==> config.mk <==
export PLATFORM = sky130hd
export DESIGN_NAME = lowest_free_id_allocator_top
export DESIGN_NICKNAME = d
export VERILOG_FILES = /design/src/lfid_pkg.sv /design/src/lfid_bitmap.sv /design/src/lfid_scan.sv /design/src/lfid_ctrl.sv /design/src/lowest_free_id_allocator_top.sv
export SDC_FILE = /design/constraint.sdc
export NUM_CORES = 1
export LEC_CHECK = 0
export BUFFER_PORTS_ARGS = -buffer_cell sky130_fd_sc_hd__buf_2
export CAP_MARGIN = 0
export CORE_MARGIN = 5
export CORE_UTILIZATION = 57
export CTS_CLUSTER_SIZE = 40
export DETAILED_ROUTE_END_ITERATION = 8
export HOLD_SLACK_MARGIN = 0.03
export PLACE_DENSITY = 0.73
export SYNTH_ARGS = -nofsm -noshare
export SYNTH_HDL_FRONTEND = slang
export SYNTH_SLANG_ARGS = --single-unit
==> constraint.sdc <==
create_clock -name clk -period 4.3 [get_ports clk]
set_input_delay 0.645 -clock clk [delete_from_list [all_inputs] [get_ports clk]]
set_output_delay 0.645 -clock clk [all_outputs]
set_load 0.005 [all_outputs]
==> src/lfid_pkg.sv <==
// Shared types, constants and helpers for the lowest free id allocator.
// Used by every module under src; depends on nothing.
`timescale 1ns / 1ps

package lfid_pkg;

	localparam int MaxIds = 256;
	localparam int IdW = 9;
	localparam int WordW = 8;
	localparam int NumWords = MaxIds / WordW;
	localparam int WordIdxW = $clog2(NumWords);
	localparam int BitIdxW = $clog2(WordW);
	localparam int StatusW = 2;

	localparam logic [StatusW-1:0] StOk = 2'd0;
	localparam logic [StatusW-1:0] StFull = 2'd1;
	localparam logic [StatusW-1:0] StNoId = 2'd2;

	localparam logic FuncAssign = 1'b0;
	localparam logic FuncRelease = 1'b1;

	typedef logic [WordW-1:0] word_t;
	typedef logic [WordIdxW-1:0] widx_t;
	typedef logic [BitIdxW-1:0] bidx_t;
	typedef logic [IdW-1:0] id_t;

	typedef enum logic [2:0] {
		ST_IDLE,
		ST_SCAN_RD,
		ST_SCAN_CHK,
		ST_MOD_RD,
		ST_MOD_WR,
		ST_FINISH
	} state_t;

	typedef struct packed {
		logic rd_en;
		logic wr_en;
		widx_t addr;
		word_t wdata;
	} mem_req_t;

	// Word 0 holds id 1, which is used after reset.
	function automatic word_t reset_word(input widx_t idx);
		word_t w;
		w = '0;
		if (idx == '0) begin
			w[0] = 1'b1;
		end
		return w;
	endfunction

	function automatic word_t onehot_bit(input bidx_t b);
		return word_t'(1) << b;
	endfunction

endpackage

==> src/lfid_bitmap.sv <==
// Used-bit bitmap: word memory with registered read and per-word valid flags.
// Unwritten words read as their reset value. Depends on lfid_pkg.
`timescale 1ns / 1ps

module lfid_bitmap (
	input  logic              clk,
	input  logic              arst_n,
	input  lfid_pkg::mem_req_t req,
	output lfid_pkg::word_t   rword
);

	lfid_pkg::word_t mem [lfid_pkg::NumWords];
	lfid_pkg::word_t rdata_q;
	lfid_pkg::widx_t raddr_q;
	logic [lfid_pkg::NumWords-1:0] valid_q;

	always_ff @(posedge clk) begin
		if (req.wr_en) begin
			mem[req.addr] <= req.wdata;
		end
		if (req.rd_en) begin
			rdata_q <= mem[req.addr];
			raddr_q <= req.addr;
		end
	end

	always_ff @(posedge clk or negedge arst_n) begin
		if (!arst_n) begin
			valid_q <= '0;
		end else if (req.wr_en) begin
			valid_q[req.addr] <= 1'b1;
		end
	end

	assign rword = valid_q[raddr_q] ? rdata_q : lfid_pkg::reset_word(raddr_q);

endmodule

==> src/lfid_scan.sv <==
// Shared search unit: lowest clear bit of one bitmap word whose id lies in
// 2..high-water mark. Depends on lfid_pkg.
`timescale 1ns / 1ps

module lfid_scan (
	input  lfid_pkg::word_t word,
	input  lfid_pkg::widx_t widx,
	input  lfid_pkg::id_t   hw,
	output logic            found,
	output lfid_pkg::bidx_t fbit
);

	lfid_pkg::word_t cand;

	always_comb begin
		lfid_pkg::id_t id;
		for (int b = 0; b < lfid_pkg::WordW; b++) begin
			id = lfid_pkg::id_t'({widx, lfid_pkg::bidx_t'(b)}) + lfid_pkg::id_t'(1);
			cand[b] = !word[b] && (id >= lfid_pkg::id_t'(2)) && (id <= hw);
		end
	end

	always_comb begin
		found = 1'b0;
		fbit = '0;
		for (int b = lfid_pkg::WordW - 1; b >= 0; b--) begin
			if (cand[b]) begin
				found = 1'b1;
				fbit = lfid_pkg::bidx_t'(b);
			end
		end
	end

endmodule

==> src/lfid_ctrl.sv <==
// Sequencer: walks bitmap words through the search unit, does read-modify-write
// updates, tracks the high-water mark and holds the result beat. Depends on
// lfid_pkg and lfid_scan.
`timescale 1ns / 1ps

module lfid_ctrl (
	input  logic                      clk,
	input  logic                      arst_n,
	input  logic                      in_valid,
	output logic                      in_ready,
	input  logic                      func,
	input  lfid_pkg::id_t             pid_in,
	output logic                      out_valid,
	input  logic                      out_ready,
	output lfid_pkg::id_t             pid_out,
	output logic [lfid_pkg::StatusW-1:0] status,
	output lfid_pkg::mem_req_t        mem_req,
	input  lfid_pkg::word_t           rword
);

	lfid_pkg::state_t state_q, state_d;
	lfid_pkg::widx_t w_q;
	lfid_pkg::bidx_t bit_q;
	logic set_q;
	lfid_pkg::id_t hw_q;
	lfid_pkg::id_t res_pid_q;
	logic [lfid_pkg::StatusW-1:0] res_status_q;
	logic out_valid_q;
	lfid_pkg::id_t pid_out_q;
	logic [lfid_pkg::StatusW-1:0] status_q;

	logic found;
	lfid_pkg::bidx_t fbit;
	lfid_pkg::id_t hw_m1;
	lfid_pkg::id_t pid_m1;
	lfid_pkg::widx_t last_w;
	logic pid_ok;
	logic last_word;
	logic at_max;
	logic slot_free;

	lfid_scan u_scan (
		.word (rword),
		.widx (w_q),
		.hw   (hw_q),
		.found(found),
		.fbit (fbit)
	);

	assign hw_m1 = hw_q - lfid_pkg::id_t'(1);
	assign pid_m1 = pid_in - lfid_pkg::id_t'(1);
	assign last_w = hw_m1[lfid_pkg::BitIdxW +: lfid_pkg::WordIdxW];
	assign pid_ok = (pid_in != '0) && (pid_in <= hw_q);
	assign last_word = (w_q == last_w);
	assign at_max = (hw_q == lfid_pkg::id_t'(lfid_pkg::MaxIds));
	assign slot_free = !out_valid_q || out_ready;

	always_comb begin
		state_d = state_q;
		case (state_q)
			lfid_pkg::ST_IDLE: begin
				if (in_valid) begin
					if (func == lfid_pkg::FuncRelease) begin
						state_d = pid_ok ? lfid_pkg::ST_MOD_RD : lfid_pkg::ST_FINISH;
					end else begin
						state_d = lfid_pkg::ST_SCAN_RD;
					end
				end
			end
			lfid_pkg::ST_SCAN_RD: state_d = lfid_pkg::ST_SCAN_CHK;
			lfid_pkg::ST_SCAN_CHK: begin
				if (found) begin
					state_d = lfid_pkg::ST_FINISH;
				end else if (!last_word) begin
					state_d = lfid_pkg::ST_SCAN_RD;
				end else if (at_max) begin
					state_d = lfid_pkg::ST_FINISH;
				end else begin
					state_d = lfid_pkg::ST_MOD_RD;
				end
			end
			lfid_pkg::ST_MOD_RD: state_d = lfid_pkg::ST_MOD_WR;
			lfid_pkg::ST_MOD_WR: state_d = lfid_pkg::ST_FINISH;
			lfid_pkg::ST_FINISH: begin
				if (slot_free) begin
					state_d = lfid_pkg::ST_IDLE;
				end
			end
			default: state_d = lfid_pkg::ST_IDLE;
		endcase
	end

	always_comb begin
		in_ready = 1'b0;
		mem_req = '0;
		case (state_q)
			lfid_pkg::ST_IDLE: in_ready = 1'b1;
			lfid_pkg::ST_SCAN_RD, lfid_pkg::ST_MOD_RD: begin
				mem_req.rd_en = 1'b1;
				mem_req.addr = w_q;
			end
			lfid_pkg::ST_SCAN_CHK: begin
				mem_req.wr_en = found;
				mem_req.addr = w_q;
				mem_req.wdata = rword | lfid_pkg::onehot_bit(fbit);
			end
			lfid_pkg::ST_MOD_WR: begin
				mem_req.wr_en = 1'b1;
				mem_req.addr = w_q;
				mem_req.wdata = set_q ? (rword | lfid_pkg::onehot_bit(bit_q))
				                      : (rword & ~lfid_pkg::onehot_bit(bit_q));
			end
			default: begin
				in_ready = 1'b0;
			end
		endcase
	end

	always_ff @(posedge clk or negedge arst_n) begin
		if (!arst_n) begin
			state_q <= lfid_pkg::ST_IDLE;
			hw_q <= lfid_pkg::id_t'(1);
			out_valid_q <= 1'b0;
		end else begin
			state_q <= state_d;
			if (state_q == lfid_pkg::ST_SCAN_CHK && !found && last_word && !at_max) begin
				hw_q <= hw_q + lfid_pkg::id_t'(1);
			end
			if (state_q == lfid_pkg::ST_FINISH && slot_free) begin
				out_valid_q <= 1'b1;
			end else if (out_ready) begin
				out_valid_q <= 1'b0;
			end
		end
	end

	always_ff @(posedge clk) begin
		case (state_q)
			lfid_pkg::ST_IDLE: begin
				w_q <= '0;
				bit_q <= pid_m1[lfid_pkg::BitIdxW-1:0];
				set_q <= 1'b0;
				res_pid_q <= '0;
				res_status_q <= lfid_pkg::StOk;
				if (func == lfid_pkg::FuncRelease) begin
					w_q <= pid_m1[lfid_pkg::BitIdxW +: lfid_pkg::WordIdxW];
					if (!pid_ok) begin
						res_status_q <= lfid_pkg::StNoId;
					end
				end
			end
			lfid_pkg::ST_SCAN_CHK: begin
				if (found) begin
					res_pid_q <= lfid_pkg::id_t'({w_q, fbit}) + lfid_pkg::id_t'(1);
				end else if (!last_word) begin
					w_q <= w_q + lfid_pkg::widx_t'(1);
				end else if (at_max) begin
					res_status_q <= lfid_pkg::StFull;
				end else begin
					w_q <= hw_q[lfid_pkg::BitIdxW +: lfid_pkg::WordIdxW];
					bit_q <= hw_q[lfid_pkg::BitIdxW-1:0];
					set_q <= 1'b1;
					res_pid_q <= hw_q + lfid_pkg::id_t'(1);
				end
			end
			lfid_pkg::ST_FINISH: begin
				if (slot_free) begin
					pid_out_q <= res_pid_q;
					status_q <= res_status_q;
				end
			end
			default: begin
				res_status_q <= res_status_q;
			end
		endcase
	end

	assign out_valid = out_valid_q;
	assign pid_out = pid_out_q;
	assign status = status_q;

endmodule

==> src/lowest_free_id_allocator_top.sv <==
// Lowest free id allocator: ids 1..high-water mark with a used bit each, kept
// as 32 words of 8 bits in a single-port bitmap memory. An assign beat scans
// the words from the lowest one through a shared 8-bit search unit, each word
// read from memory and then checked, and stops at the first word with a free
// id. When no word up to the mark has a free id, a new id past the mark is
// created with a read-modify-write, unless the table is full; at most 32 words
// are read. A release does a read-modify-write; an invalid release skips it.
// One beat is in flight at a time; the result sits in an output register, so
// the next beat is taken while it waits. Status: 0 ok, 1 table full, 2 release
// of an id that does not exist. Depends on lfid_pkg, lfid_ctrl, lfid_bitmap.
`timescale 1ns / 1ps

module lowest_free_id_allocator_top (
	input  logic                          clk,
	input  logic                          arst_n,
	input  logic                          in_valid,
	output logic                          in_ready,
	input  logic                          func,
	input  logic [lfid_pkg::IdW-1:0]      pid_in,
	output logic                          out_valid,
	input  logic                          out_ready,
	output logic [lfid_pkg::IdW-1:0]      pid_out,
	output logic [lfid_pkg::StatusW-1:0]  status
);

	lfid_pkg::mem_req_t mem_req;
	lfid_pkg::word_t rword;

	lfid_ctrl u_ctrl (
		.clk      (clk),
		.arst_n   (arst_n),
		.in_valid (in_valid),
		.in_ready (in_ready),
		.func     (func),
		.pid_in   (pid_in),
		.out_valid(out_valid),
		.out_ready(out_ready),
		.pid_out  (pid_out),
		.status   (status),
		.mem_req  (mem_req),
		.rword    (rword)
	);

	lfid_bitmap u_bitmap (
		.clk   (clk),
		.arst_n(arst_n),
		.req   (mem_req),
		.rword (rword)
	);

endmodule
# ---- Word level (Yosys, flattened, before mapping)
# Memories as Yosys holds them, arrays and structs flattened. A register that Yosys moved wholly into a read port is not among the register bits.
# Index checks and enable logic that the tools add are counted.
dict set report word_totals {
  reg_bits 81
  ram_bits 256
  in_bits 14
  word_cells 179
  mem_count 1
}
dict set report classes {
  addsub 13
  n_lt_le_gt_ge 20
  n_eq_ne 16
  n_shift 2
  mux 63
  bitwise_logic 5
  n_reduce_logical 47
}
# memory words width read_ports rd_clocked_by_memory_dff wr line_no
set mem_list {}
lappend mem_list {u_bitmap.mem 32 8 1 1 1 lfid_bitmap.sv:12} ;# lfid_pkg::word_t mem [lfid_pkg::NumWords];
# operator count
set op_table {}
lappend op_table {{adder 8 x 1 -> 9 bit, second input constant} 9}
lappend op_table {{<= comparator 9 bit} 9}
lappend op_table {{>= comparator 9 x 2 -> 1 bit, second input constant} 8}
lappend op_table {{two-way mux 3 bit} 18}
lappend op_table {{bitwise OR 32 bit} 1}
lappend op_table {{two-way mux 9 bit} 3}
lappend op_table {{two-way mux 5 bit} 5}
lappend op_table {{logical AND 1 bit} 22}
lappend op_table {{two-way mux 1 bit} 20}
lappend op_table {{case mux 3 bit (6 select lines)} 1}
lappend op_table {{case mux 9 bit (2 select lines)} 1}
lappend op_table {{two-way mux 8 bit} 2}
lappend op_table {{bitwise OR 8 bit} 2}
lappend op_table {{case mux 8 bit (2 select lines)} 1}
lappend op_table {{left shift 1 x 3 -> 8 bit, first input constant} 2}
lappend op_table {{subtractor 8 x 1 -> 8 bit, second input constant} 2}
lappend op_table {{< comparator 5 x 6 -> 1 bit, second input constant} 2}
lappend op_table {{zero test 1 bit} 11}
lappend op_table {{two-way mux 2 bit} 5}
lappend op_table {{case mux 5 bit (2 select lines)} 1}
lappend op_table {{adder 9 x 1 -> 9 bit, second input constant} 1}
lappend op_table {{== test 9 bit, second input constant} 1}
lappend op_table {{nonzero test 9 bit} 1}
lappend op_table {{AND 8 bit} 1}
lappend op_table {{other kinds (26)} 37}

# ---- Depth between registers and ports, before layout
dict set report logic_depth {
  depth_word 18
  depth_mapped 19
  mapped_depth_nobuf 17
}

# ---- By module
# Synthesis repeated with hierarchy kept, for this count alone.
dict set report hier_totals {
  hier_cells 992
  hier_area_um2 15487.4
}
# module n_inst cells_each area_each_um2 seq_area_each_um2
set modules_own_cells {}
lappend modules_own_cells {lfid_bitmap 1 563 11594.9 8878.5}
lappend modules_own_cells {lfid_ctrl 1 334 3180.6 1257.5}
lappend modules_own_cells {lfid_scan 1 95 711.9 0.0}

# ---- Least setup slack after synthesis
# OpenSTA, ideal clock, no wires.
dict set report synth_path {
  path_kind {flip-flop to flip-flop}
  from {register u_ctrl.w_q[1]}
  to {memory u_bitmap.mem[0][7] (netlist name), data pin}
  setup_time_ps 380
  t_arrival_ps 4384
  t_required_ps 3920
  setup_slack_ps -465
  stages_incl_launch_ff 17
  path_buffers 2
  cell_sequence {edfxtp_1 > buf_1 > clkinv_1 > clkbuf_1 > ha_1 > ha_1 > o21ai_0 > a21oi_1 > o32ai_1 > a31oi_2 > nor3_1 > or3_1 > o2111a_1 > ha_1 > ha_1 > a21oi_1 > o22ai_1}
}
# element line_no
set synth_lines {}
lappend synth_lines {{start: declaration} lfid_ctrl.sv:22} ;# lfid_pkg::widx_t w_q;
lappend synth_lines {{start signal: assignment} lfid_ctrl.sv:146} ;# w_q <= pid_m1[lfid_pkg::BitIdxW +: lfid_pkg::WordIdxW];
lappend synth_lines {{start signal: assignment} lfid_ctrl.sv:156} ;# w_q <= w_q + lfid_pkg::widx_t'(1);
lappend synth_lines {{start signal: assignment} lfid_ctrl.sv:160} ;# w_q <= hw_q[lfid_pkg::BitIdxW +: lfid_pkg::WordIdxW];
lappend synth_lines {{end: declaration} lfid_bitmap.sv:12}

==> out/results.ini <==
[run_status]
run_status=finished, final reports clean

[cts]
cts-root-buf=sky130_fd_sc_hd__clkbuf_16
clk_path_buf_depth=3
clock_tree_from_tritoncts=done
htree_levels=2
cts.sinks=345
clk_transition_reported_paths_ps=60
post_cts_hold_buffer_count=0
clk_latency_ps=530
number_of_buffers_added_by_the_clock_tree_synthesis_step=37

[routing]
via_count=11400
detail_route.wirelength_um=43200
antenna_violating_nets_post_route=0
post-route-drc-count=0
avgViaCountPerCell=6.516
drtPass1Iterations=6
first_iter_violations=1152
post_drt_wl_per_cell_um=24.70

[logic_synthesis]
post_synth_instance_area_sq_um=16170
synth.largest_area_cell=sky130_fd_sc_hd__edfxtp_1
synthArstFlopShare_pct=13.04
postSynthCellCount=1256
synth.area.top_cells=sky130_fd_sc_hd__edfxtp_1 (56%), sky130_fd_sc_hd__dfrtp_1 (6.8%), sky130_fd_sc_hd__mux2i_1 (3.3%), sky130_fd_sc_hd__a21oi_1 (3.2%), sky130_fd_sc_hd__ha_1 (2.7%)
synth_flop_type=sky130_fd_sc_hd__edfxtp_1
post_synth.cell_area_avg_sq_um=12.88
synth_enable_flop_cells=300
yosysTopAreaCellShare_pct=55.70
synthDistinctLibCells=80
synth.yosys.warnings=0
synth_sequential_area_ratio_pct=62.67
synth_fp_nets=1305
synth-seq-cells=345

[timing]
timing.final.max_slew_violations=0
relSlewSlack_pct=18.56
layout_worst_path_cycle_share_pct=95.87
rsz0062_at_grt=false
timing_hold_violations_final=0
setup_viol_count_final=0
setup_total_negative_slack_ps=0
maxClockFrequency_mhz=242.6
finalCriticalPeriod_ps=4123
hold_ws_ps=299.4
worst-slew-pin-transition_ps=1217
clock_skew_ps=15.64

[die]
coreArea_sq_um=27930
die-height_um=178.4
pin_count=27
start_util_pct=57.90
dieArea_sq_um=31840
cell_rows=61
die-width_um=178.4

[critical_path]
r2r_cells=15
cp.buffers_inverters=3
crit_chain=inv_1 -> ha_1 -> a211o_1 -> o211ai_1 -> o21ai_0 -> a32oi_2 -> a41oi_1 -> o22ai_1 -> o21a_1 -> o22a_1 -> inv_1 -> ha_1 -> a21boi_0 -> o22ai_2 -> buf_4
cp-start-kind=flip-flop
timing.critical_path.arrival_ps=4340
critical_path.top_delay_family=compound AO/OA/AOI/OAI gates
crit_fanout=32
cp_data_required_time_ps=4520
worst-setup-path-type=reg -> reg
cpPeakStageDelay_ps=480
critical_path_stages=15
highest_delay_cell_along_the_critical_path=sky130_fd_sc_hd__dfrtp_2
cp-end-kind=flip-flop

[pwr]
power.static_leakage_nw=6.699
max-vdd-ir-drop_uv=466.5
power_density_nw_per_um2=760.3
power.total_mw=14.08

[placement]
hpwl_um=28410
port_buffers=26
finalWeightedCongestion=0.9691

[global_route]
globalRouteTotalUtil_pct=27.27
grt_remaining_overflow=0
pin_count_of_the_biggest_net_entering_global_routing=62
antenna_found_initial=0
grt_pass1_vias=11140
grt_first_pass_wirelength_um=65420

[cells_and_area]
design.final.nets=1394
area_growth_pct=14.47
final_layout_size_suffix_gt1_share_pct=21.59
layout.filler_cells=2092
insertedDiodeCount=0

[hold_path]
holdCritPathClass=in -> async

[run]
max_cap_viols=0

==> per-stage QoR <==
step	area [sq um]	std cells	worst slack, ps	util (%)
floorplan	16220	1256	11.96	-
global placement	17220	1681	67.80	61.65
detailed placement	17220	1681	-20.46	61.65
CTS	18500	1749	196.2	66.24
global route	18510	1749	1.449	66.27
finish	18510	1749	177.5	66.27
==> kinds of logic (layout without fill, tap and decap cells) <==
logic type | count (synthesis) | after routing | share of synthesized area (%)
AOI/OAI and AO/OA | 340 | 340 | 13.86
xor gates and xnor gates | 33 | 33 | 1.787
adders and majority gates | 35 | 35 | 2.708
buffers and inverters | 109 | 224 | 3.095
DFF | 345 | 345 | 62.67
muxes | 71 | 71 | 4.975
and+or+nand+nor | 323 | 323 | 10.91
==> final cells by class <==
type / instances / area [sq um] / share of cell area, %
repair buffers: 130 / 935.9 / 5.055
multi-input cells: 802 / 5599 / 30.24
clock buffers: 45 / 997.2 / 5.387
clock inverters: 20 / 261.5 / 1.413
flip-flops and latches: 345 / 10140 / 54.76
well taps: 378 / 473.0 / 2.555
inverters: 29 / 108.9 / 0.5880
==> sequential cells by signal, summed over array words and instances (netlist names) <==
name                 flops
u_bitmap.raddr_q         5
u_bitmap.mem           256
u_bitmap.valid_q        32
u_ctrl.bit_q             3
u_ctrl.res_pid_q         9
u_ctrl.pid_out           9
u_ctrl.hw_q              9
u_ctrl.state_q           3
u_ctrl.w_q               5
u_ctrl.out_valid         1
u_ctrl.res_status_q      2
u_bitmap.rdata_q         8
u_ctrl.status            2
u_ctrl.set_q             1
==> synthesized netlist by cell type, drive strengths merged, types with 6 or more instances <==
| library cell | instances |
|---|---|
| edfxtp | 300 |
| nor2 | 105 |
| a21oi | 104 |
| o21ai | 66 |
| nand2 | 60 |
| mux2i | 53 |
| nor3 | 52 |
| clkbuf | 45 |
| dfrtp | 44 |
| buf | 35 |
| ha | 35 |
| a31o | 34 |
| inv | 28 |
| xnor2 | 27 |
| o22ai | 26 |
| nand3 | 17 |
| a221oi | 15 |
| a22oi | 14 |
| a31oi | 13 |
| mux2 | 12 |
| nor2b | 12 |
| or3 | 12 |
| o221ai | 11 |
| and3 | 10 |
| nand4 | 10 |
| and2 | 8 |
| o211ai | 8 |
| a22o | 6 |
| mux4 | 6 |
| nand2b | 6 |
| nor3b | 6 |
| nor4 | 6 |
| xor2 | 6 |
==> per-layer routing <==
metal | part of all wire, % | track usage [%] | vias to the layer above
met2 | 47 | 43.47 | 656
met4 | 3.9 | 10.17 | 2
met3 | 9.8 | 5.617 | 131
met5 | 0.056 | 0 | -
li1 | - | - | 5041
met1 | 39 | 37.35 | 5567
==> power by group <==
group | switching, mW | internal [mW]
clock | 1.31 | 1.97
sequential | 0.302 | 4.47
combinational | 4.01 | 2.00
==> cells in the final DEF, fill, tap and decap left out, types with 6 or more instances in the layout <==
master                      synthesis  layout
sky130_fd_sc_hd__edfxtp_1         300     300
sky130_fd_sc_hd__nor2_1           104     102
sky130_fd_sc_hd__a21oi_1          102     102
sky130_fd_sc_hd__buf_4              4     102
sky130_fd_sc_hd__o21ai_0           65      65
sky130_fd_sc_hd__nand2_1           58      58
sky130_fd_sc_hd__mux2i_1           53      53
sky130_fd_sc_hd__dfrtp_1           44      43
sky130_fd_sc_hd__clkbuf_16          0      38
sky130_fd_sc_hd__ha_1              35      35
sky130_fd_sc_hd__a31o_2            33      33
sky130_fd_sc_hd__nor3_2            28      28
sky130_fd_sc_hd__inv_1             27      27
sky130_fd_sc_hd__xnor2_1           27      27
sky130_fd_sc_hd__buf_2             12      26
sky130_fd_sc_hd__nor3_1            24      24
sky130_fd_sc_hd__o22ai_1           26      18
sky130_fd_sc_hd__nand3_1           16      16
sky130_fd_sc_hd__a221oi_1          15      15
sky130_fd_sc_hd__a22oi_1           14      14
sky130_fd_sc_hd__mux2_2            12      12
sky130_fd_sc_hd__nor2b_1           12      12
sky130_fd_sc_hd__a31oi_1           12      12
sky130_fd_sc_hd__or3_1             11      11
sky130_fd_sc_hd__o221ai_1          11      11
sky130_fd_sc_hd__and3_1            10      10
sky130_fd_sc_hd__nand4_1           10      10
sky130_fd_sc_hd__o211ai_1           8       8
sky130_fd_sc_hd__and2_1             8       8
sky130_fd_sc_hd__o22ai_2            0       8
sky130_fd_sc_hd__xor2_1             6       6
sky130_fd_sc_hd__nor3b_1            6       6
sky130_fd_sc_hd__nand2b_1           6       6
sky130_fd_sc_hd__a22o_1             6       6
sky130_fd_sc_hd__clkinv_2           0       6
==> timing repair <==
action,in CTS,in global routing
buffers inserted,3,0
endpoints found under the setup margin,96,130
resized for setup,0,2
==> path summary, 6_finish.rpt <==
kind | start | end | slack, ps
max | u_ctrl.hw_q[6] | u_bitmap.mem[4][6] | 180
max in group asynchronous | arst_n | u_ctrl.hw_q[6] | 3290
min reg2reg | u_ctrl.res_pid_q[7] | u_ctrl.pid_out[7] | 420
min | arst_n | u_ctrl.state_q[0] | 300
min in group clk | u_ctrl.res_pid_q[7] | u_ctrl.pid_out[7] | 420
max reg2reg | u_ctrl.hw_q[6] | u_bitmap.mem[4][6] | 180
Power figures use the tool's default switching activity.
